$ cat src/sv/ldrl_pkg.sv
// ----------------------------------------------------------------------------
// ldrl_pkg
// Shared constants, types and helpers for the longest distinct run block.
// ----------------------------------------------------------------------------
package ldrl_pkg;

	localparam int ALPHABET = 256;
	localparam int SYM_W    = $clog2(ALPHABET);
	localparam int CHAR_W   = 8;
	localparam int LEN_W    = 16;
	localparam logic [LEN_W-1:0] MAX_LEN = 16'd65535;

	typedef logic [SYM_W-1:0] sym_t;
	typedef logic [LEN_W-1:0] len_t;

	// table write request from the update stage
	typedef struct packed {
		logic en;   // write next_after_seen entry and set its seen mark
		logic clr;  // end of string: drop all seen marks
		sym_t addr;
		len_t data;
	} tbl_wr_t;

	// result leaving the update stage
	typedef struct packed {
		len_t best;
		logic ovf;
	} ldrl_res_t;

	// bytes beyond the alphabet fold onto its last symbol
	function automatic sym_t clamp_sym(input logic [CHAR_W-1:0] c);
		sym_t s;
		if (int'(c) >= ALPHABET) begin
			s = sym_t'(ALPHABET - 1);
		end else begin
			s = c[SYM_W-1:0];
		end
		return s;
	endfunction

endpackage

$ cat src/sv/ldrl_table.sv
// ----------------------------------------------------------------------------
// ldrl_table
// Last-seen table: synchronous RAM for positions plus flop seen marks.
// ----------------------------------------------------------------------------
module ldrl_table (
	input  logic             clk,
	input  logic             arst_n,
	input  logic             rd_en,
	input  ldrl_pkg::sym_t   rd_addr,
	output ldrl_pkg::len_t   rd_data,   // registered, valid in the cycle after rd_en
	input  ldrl_pkg::sym_t   seen_addr,
	output logic             seen,
	input  ldrl_pkg::tbl_wr_t wr
);

	ldrl_pkg::len_t mem [ldrl_pkg::ALPHABET];
	logic           seen_q [ldrl_pkg::ALPHABET];
	ldrl_pkg::len_t rd_data_q;

	always_ff @(posedge clk) begin
		if (wr.en) begin
			mem[wr.addr] <= wr.data;
		end
		if (rd_en) begin
			rd_data_q <= mem[rd_addr];
		end
	end

	// clear wins over a write in the same cycle
	always_ff @(posedge clk or negedge arst_n) begin
		if (!arst_n) begin
			for (int i = 0; i < ldrl_pkg::ALPHABET; i++) seen_q[i] <= 1'b0;
		end else if (wr.clr) begin
			for (int i = 0; i < ldrl_pkg::ALPHABET; i++) seen_q[i] <= 1'b0;
		end else if (wr.en) begin
			seen_q[wr.addr] <= 1'b1;
		end
	end

	assign rd_data = rd_data_q;
	assign seen    = seen_q[seen_addr];

endmodule

$ cat src/sv/ldrl_update.sv
// ----------------------------------------------------------------------------
// ldrl_update
// Window, position and best-length registers with the per-byte update.
// ----------------------------------------------------------------------------
module ldrl_update (
	input  logic               clk,
	input  logic               arst_n,
	input  logic               fire,
	input  logic               last,
	input  ldrl_pkg::sym_t     sym,
	input  logic               seen,
	input  ldrl_pkg::len_t     nas,     // next_after_seen, already forwarded
	output ldrl_pkg::tbl_wr_t  wr,
	output ldrl_pkg::ldrl_res_t res
);

	ldrl_pkg::len_t window_start_q, position_q, best_q;
	logic           ovf_q;

	logic           full, hit;
	ldrl_pkg::len_t run_len;
	ldrl_pkg::len_t window_start_d, position_d, best_d;
	logic           ovf_d;

	always_comb begin
		full    = (position_q >= ldrl_pkg::MAX_LEN);
		hit     = seen && (nas >= window_start_q);
		run_len = position_q - window_start_q + ldrl_pkg::len_t'(1);
		window_start_d = window_start_q;
		position_d     = position_q;
		best_d         = best_q;
		ovf_d          = ovf_q;
		if (full) begin
			ovf_d = 1'b1;
		end else begin
			if (hit) begin
				window_start_d = nas;
			end else if (run_len > best_q) begin
				best_d = run_len;
			end
			position_d = position_q + ldrl_pkg::len_t'(1);
		end
		wr.en   = fire && !full;
		wr.clr  = fire && last;
		wr.addr = sym;
		wr.data = position_q + ldrl_pkg::len_t'(1);
		res.best = best_d;
		res.ovf  = ovf_d;
	end

	always_ff @(posedge clk or negedge arst_n) begin
		if (!arst_n) begin
			window_start_q <= '0;
			position_q     <= '0;
			best_q         <= '0;
			ovf_q          <= 1'b0;
		end else if (fire) begin
			if (last) begin
				window_start_q <= '0;
				position_q     <= '0;
				best_q         <= '0;
				ovf_q          <= 1'b0;
			end else begin
				window_start_q <= window_start_d;
				position_q     <= position_d;
				best_q         <= best_d;
				ovf_q          <= ovf_d;
			end
		end
	end

endmodule

$ cat src/sv/longest_distinct_run_length.sv
// ----------------------------------------------------------------------------
// longest_distinct_run_length
// Longest run of bytes without a repeat, one string per tlast-marked frame.
// ----------------------------------------------------------------------------
// Usage:
//   Slave side takes one byte per word on s_tdata, s_tlast on the final byte.
//   Master side gives one word per string: the longest distinct run length on
//   m_tdata and the too-long flag on m_tuser.
//   Throughput: one byte per cycle unless a final byte holds in the update
//   stage. An accepted byte issues the table read; in the update stage it
//   is resolved against the window and written back, and a final byte's
//   result word goes to the output register. One table RAM read/write pair
//   per byte sets that rate; a read racing the prior write uses forwarding.
//   Reset clears the counters and all seen marks at once (flops), so the
//   block is ready as soon as reset ends; no clearing pass.
//   Stall: while the result word waits, non-final bytes keep flowing; only a
//   final byte holds in the update stage until the output register frees.
// ----------------------------------------------------------------------------
module longest_distinct_run_length (
	input  logic        clk,
	input  logic        arst_n,
	input  logic        s_tvalid,
	output logic        s_tready,
	input  logic [7:0]  s_tdata,    // [7:0] char_in
	input  logic        s_tlast,    // last_byte
	output logic        m_tvalid,
	input  logic        m_tready,
	output logic [15:0] m_tdata,    // [15:0] longest_length
	output logic [0:0]  m_tuser     // [0] too_long
);

	// update stage
	logic           valid_s1;
	logic           last_s1;
	ldrl_pkg::sym_t sym_s1;
	logic           fwd_hit_s1;
	ldrl_pkg::len_t fwd_data_s1;

	// output register
	logic           m_tvalid_q;
	ldrl_pkg::len_t len_q;
	logic           ovf_q;

	logic                accept, out_free, s1_fire, seen;
	ldrl_pkg::sym_t      sym_in;
	ldrl_pkg::len_t      rd_data, nas;
	ldrl_pkg::tbl_wr_t   wr;
	ldrl_pkg::ldrl_res_t res;

	assign sym_in   = ldrl_pkg::clamp_sym(s_tdata);
	assign out_free = !m_tvalid_q || m_tready;
	// only a final byte needs the output slot
	assign s1_fire  = valid_s1 && (!last_s1 || out_free);
	assign s_tready = !valid_s1 || s1_fire;
	assign accept   = s_tvalid && s_tready;
	// the RAM read of this byte saw the old entry if the byte ahead wrote it
	assign nas      = fwd_hit_s1 ? fwd_data_s1 : rd_data;

	ldrl_table u_table (
		.clk       (clk),
		.arst_n    (arst_n),
		.rd_en     (accept),
		.rd_addr   (sym_in),
		.rd_data   (rd_data),
		.seen_addr (sym_s1),
		.seen      (seen),
		.wr        (wr)
	);

	ldrl_update u_update (
		.clk    (clk),
		.arst_n (arst_n),
		.fire   (s1_fire),
		.last   (last_s1),
		.sym    (sym_s1),
		.seen   (seen),
		.nas    (nas),
		.wr     (wr),
		.res    (res)
	);

	always_ff @(posedge clk or negedge arst_n) begin
		if (!arst_n) begin
			valid_s1 <= 1'b0;
		end else if (s_tready) begin
			valid_s1 <= s_tvalid;
		end
	end

	always_ff @(posedge clk) begin
		if (accept) begin
			last_s1     <= s_tlast;
			sym_s1      <= sym_in;
			fwd_hit_s1  <= wr.en && (wr.addr == sym_in);
			fwd_data_s1 <= wr.data;
		end
	end

	always_ff @(posedge clk or negedge arst_n) begin
		if (!arst_n) begin
			m_tvalid_q <= 1'b0;
		end else if (s1_fire && last_s1) begin
			m_tvalid_q <= 1'b1;
		end else if (m_tready) begin
			m_tvalid_q <= 1'b0;
		end
	end

	always_ff @(posedge clk) begin
		if (s1_fire && last_s1) begin
			len_q <= res.best;
			ovf_q <= res.ovf;
		end
	end

	assign m_tvalid = m_tvalid_q;
	assign m_tdata  = len_q;
	assign m_tuser  = ovf_q;

`ifndef SYNTH
	// a final byte waiting on a full output slot blocks new bytes
	a_last_blocks: assert property (@(posedge clk) disable iff (!arst_n)
		valid_s1 && last_s1 && m_tvalid_q && !m_tready |-> !s_tready)
		else $error("final byte stalled but input still ready");

	// a final byte leaving the update stage always lands in the output register
	a_last_lands: assert property (@(posedge clk) disable iff (!arst_n)
		s1_fire && last_s1 |=> m_tvalid_q)
		else $error("final byte fired without a result word");

	// a new result word comes only from a final byte
	a_word_source: assert property (@(posedge clk) disable iff (!arst_n)
		$rose(m_tvalid_q) |-> $past(s1_fire && last_s1))
		else $error("result word without a final byte");
`endif

endmodule
$ cat config.mk
export PLATFORM = sky130hd
export DESIGN_NAME = longest_distinct_run_length
export DESIGN_NICKNAME = d
export VERILOG_FILES = /design/src/sv/ldrl_pkg.sv /design/src/sv/ldrl_table.sv /design/src/sv/ldrl_update.sv /design/src/sv/longest_distinct_run_length.sv
export SDC_FILE = /design/constraint.sdc
export NUM_CORES = 2
export LEC_CHECK = 0
export BUFFER_PORTS_ARGS = -buffer_cell sky130_fd_sc_hd__buf_4
export CORE_ASPECT_RATIO = 1.25
export CORE_UTILIZATION = 30
export CTS_BUF_LIST = sky130_fd_sc_hd__clkbuf_16
export DETAILED_ROUTE_END_ITERATION = 10
export PLACE_DENSITY_LB_ADDON = 0.12
export SYNTH_ARGS = -nofsm -noshare
export SYNTH_HDL_FRONTEND = slang
export SYNTH_HIERARCHICAL = 1
export SYNTH_SLANG_ARGS = --single-unit
$ cat constraint.sdc
create_clock -name clk -period 11.73 [get_ports clk]
set_clock_uncertainty 0.15 [all_clocks]
set_input_delay 1.7595 -clock clk [delete_from_list [all_inputs] [get_ports clk]]
set_output_delay 1.7595 -clock clk [all_outputs]
set_load 0.01 [all_outputs]
==> flow_metrics.tcl <==
set metrics [dict create \
    worstSetupPathType "reg -> reg" \
    leakagePower_uw 0.0593 \
    cts_max_level 5 \
    drive_gt1_frac 0.247 \
    clock-root-buffer "clkbuf_16" \
    post_cts_buffers 0 \
    max_slew_margin -0.0188 \
    drc_errors 0 \
    cp.arrival_ns 8.61 \
    avgRoutedWirePerCell_um 33.3 \
    grt_pass1_wl_mm 780 \
    synth_xor_xnor_area_share 0.00160 \
    yosysWarnings 6 \
    ioPinCount 32 \
    muxShareOfSynthArea 0.156 \
    ctsHoldBuffers 0 \
    synth_compound_area_frac 0.0358 \
    hp-class "reg -> reg" \
    fmax_mhz 129 \
    synth_top_family_by_area "multiplexers" \
    antenna_found_initial 32 \
    chipHeight_um 857 \
    r2r_start "sym_s1[1]$_DFFE_PP_" \
    synth.net_count 8688 \
    place.port_buffers 31 \
    r2r_end "u_update/window_start_q[9]$_DFFE_PN0P_" \
    synth_seq_area_share 0.755 \
    path_max_fanout 28 \
    cp.required_ns 12.58 \
    synth-seq-cells 4462 \
    worst_ir_drop_vdd_uv 119 \
    vias_per_cell 5.19 \
    post-route-period-util 0.661 \
    crit_path_end_kind "register" \
    synth-edff-count 4155 \
    grt_overflow_total 0 \
    cp-startpoint "sym_s1[1]$_DFFE_PP_" \
    dr_total_vias 88600 \
    core_region_area_mm2 0.582 \
    rows 313 \
    violations "max-capacitance violations, max-slew violations" \
    syn_area_mm2 0.175 \
    status "complete, but fails checks" \
    die_w_um 686 \
    setup_tns_ns 0 \
    period_needed_ns 7.76 \
    cap_violations 1 \
    synthAdderAreaFrac 0.00454 \
    ys_async_sr_fraction 0.0688 \
    dp_hpwl_mm 333 \
    ys_types 85 \
    wl_mm 569 \
    grt_pass1_vias 91900 \
    initial_core_util 0.302 \
    slew_viol_final 10 \
    synth-simple-area-share 0.0268 \
    ant_nets 0 \
    grt.total_usage 0.190 \
    grt_max_degree 183 \
    dieArea_mm2 0.588 \
    synth.avg_cell_area_um2 20.4 \
    reg2reg_depth 13 \
    area_growth_pct 15.0 \
    finalHoldViolCount 0 \
    synthCells 8612 \
    clock-sinks 4462 \
    fillers 54200 \
    rsz0062_at_grt "false" \
    nNetsFinal 9037 \
    timing.reg2reg.setup_slack_ns 3.97 \
    ctsResizeCount 0 \
    cts_made_buffers 458 \
    drt_pass1_iterations 5 \
    fin_util 0.347 \
    clk_pin_slew_ns 0.06 \
    finalSetupViolations 0 \
    worstSetupStartpointType "register" \
    powerDensity_mw_per_mm2 168 \
    initialDrtViolationCount 8139 \
    routabilityCongestion 0.783 \
    tightest_slew_ns 1.53 \
    ys.flop_type "edfxtp_1" \
    cts_tree "yes" \
    clk_latency_ns 1.12 \
    crit_end "u_update/window_start_q[9]$_DFFE_PN0P_" \
    clockBufferDepth 4 \
]
## metal layers
metal | up-vias | wire length (um) | global-route usage
met2 | 2425 | 283000 | 0.325
met5 | - | 34 | 0
li1 | 36400 | - | -
met1 | 49100 | 243000 | 0.254
met4 | 6 | 17400 | 0.0543
met3 | 640 | 25800 | 0.0243
## critical path, stage by stage, from the launching register on
cell and delay (ns):
edfxtp_1 0.77, buf_4 0.61, nand3_1 1.14, o22ai_1 0.53, nor4_1 0.19, nor4b_1 1.01, nor4_1 0.26, a31oi_1 0.77
buf_4 0.25, nand3_1 0.10, nor3_1 0.28, a21oi_1 0.25, nor2_1 0.99, a22o_1 0.26
## synthesized netlist by cell type (17+ instances only)
cell type | n | area share
nand3_1 | 45 | 0.0013
edfxtp_1 | 4155 | 0.71
xnor2_1 | 25 | 0.0012
o21ba_2 | 32 | 0.0018
mux4_1 | 27 | 0.0040
o21ai_0 | 93 | 0.0027
buf_12 | 17 | 0.0019
nor4_1 | 31 | 0.0011
clkbuf_1 | 222 | 0.0048
a22oi_1 | 29 | 0.0012
buf_1 | 25 | 0.00054
ha_1 | 62 | 0.0044
a22o_1 | 61 | 0.0030
inv_1 | 53 | 0.0011
dfrtp_1 | 307 | 0.044
nor2_1 | 772 | 0.017
mux2i_1 | 559 | 0.032
nand2_1 | 93 | 0.0020
mux4_2 | 916 | 0.12
nand4_1 | 30 | 0.0011
buf_6 | 55 | 0.0035
o221ai_1 | 218 | 0.011
a21oi_1 | 147 | 0.0042
nor3_1 | 41 | 0.0012
o22ai_1 | 130 | 0.0046
buf_8 | 33 | 0.0028
nor2b_1 | 22 | 0.00078
buf_2 | 97 | 0.0028
buf_4 | 48 | 0.0021
mux2_2 | 20 | 0.0013
## flip-flops by register name, summed over array words and instances (netlist names)
name                     cells
u_table/mem               4096
u_table/seen_q             256
fwd_data_s1                 16
m_tdata                     16
u_table/rd_data             16
u_update/best_q             16
u_update/position_q         16
u_update/window_start_q     16
sym_s1                       8
fwd_hit_s1                   1
last_s1                      1
m_tuser                      1
m_tvalid                     1
u_update/ovf_q               1
valid_s1                     1
## cells by family (layout without fill, tap and decap cells)
logic type | after synthesis | in the layout
buf+inv | 552 | 1287
other cells | 0 | 16
xor+xnor | 32 | 32
simple gates | 1104 | 1104
fa+ha+maj | 63 | 63
mux | 1541 | 1541
flops | 4462 | 4462
compound gates | 858 | 858
## placed cells by master (no fill, tap or decap), types with 61 or more instances in the layout
cell | Yosys | routed
edfxtp_1 | 4155 | 4155
mux4_2 | 916 | 916
mux2i_1 | 559 | 559
nor2_1 | 772 | 540
clkbuf_16 | 0 | 473
buf_4 | 48 | 344
dfrtp_1 | 307 | 307
o221ai_1 | 218 | 217
inv_1 | 53 | 162
a21oi_1 | 147 | 144
nor2_4 | 0 | 141
o22ai_1 | 130 | 130
clkinv_1 | 1 | 100
nand2_1 | 93 | 91
nor2_2 | 0 | 91
clkinv_2 | 0 | 88
o21ai_0 | 93 | 78
a22o_1 | 61 | 61
ha_1 | 62 | 61
## how the worst min path moves through the flow
stage                                     from                              end  slack (ns)  cells past startpoint
5_1_grt        u_table/seen_q[174]$_DFFE_PN0P_  u_table/seen_q[174]$_DFFE_PN0P_        0.36                      2
2_1_floorplan       u_update/ovf_q$_DFFE_PN0P_       u_update/ovf_q$_DFFE_PN0P_        0.30                      2
6_report        u_table/seen_q[36]$_DFFE_PN0P_   u_table/seen_q[36]$_DFFE_PN0P_        0.35                      2
3_3_place_gp    u_table/seen_q[56]$_DFFE_PN0P_   u_table/seen_q[56]$_DFFE_PN0P_        0.32                      2
3_5_place_dp    u_table/seen_q[36]$_DFFE_PN0P_   u_table/seen_q[36]$_DFFE_PN0P_        0.33                      2
4_1_cts         u_table/seen_q[36]$_DFFE_PN0P_   u_table/seen_q[36]$_DFFE_PN0P_        0.35                      2
## cell type report
cell class,count,area (um^2),area share
antenna,16,40.0,0.000199
clock buffer,473,11800,0.0587
clock inverter,373,2870,0.0142
inverter,55,234,0.00116
multi-input combinational,3598,41200,0.204
sequential,4462,132000,0.657
tap,7717,9660,0.0479
timing repair buffer,386,3350,0.0166
## power by group
group          internal, uW  switching [uW]
sequential            17500            61.6
combinational           595            1280
clock                  8160            6270
total                 26200            7610
## per-stage QoR
stage	total power, uW	instances	instance area [um^2]	setup slack, ns	hold WS (ns)
floorplan	19100	8612	175000	1.40	0.304
global placement	19700	16200	187000	3.92	0.323
detailed placement	19800	16200	187000	4.12	0.334
CTS	34300	17100	202000	4.05	0.348
global route	34900	17100	202000	4.00	0.361
finish	33800	17100	202000	3.97	0.346
No activity file was read; power rests on OpenSTA's default activity.
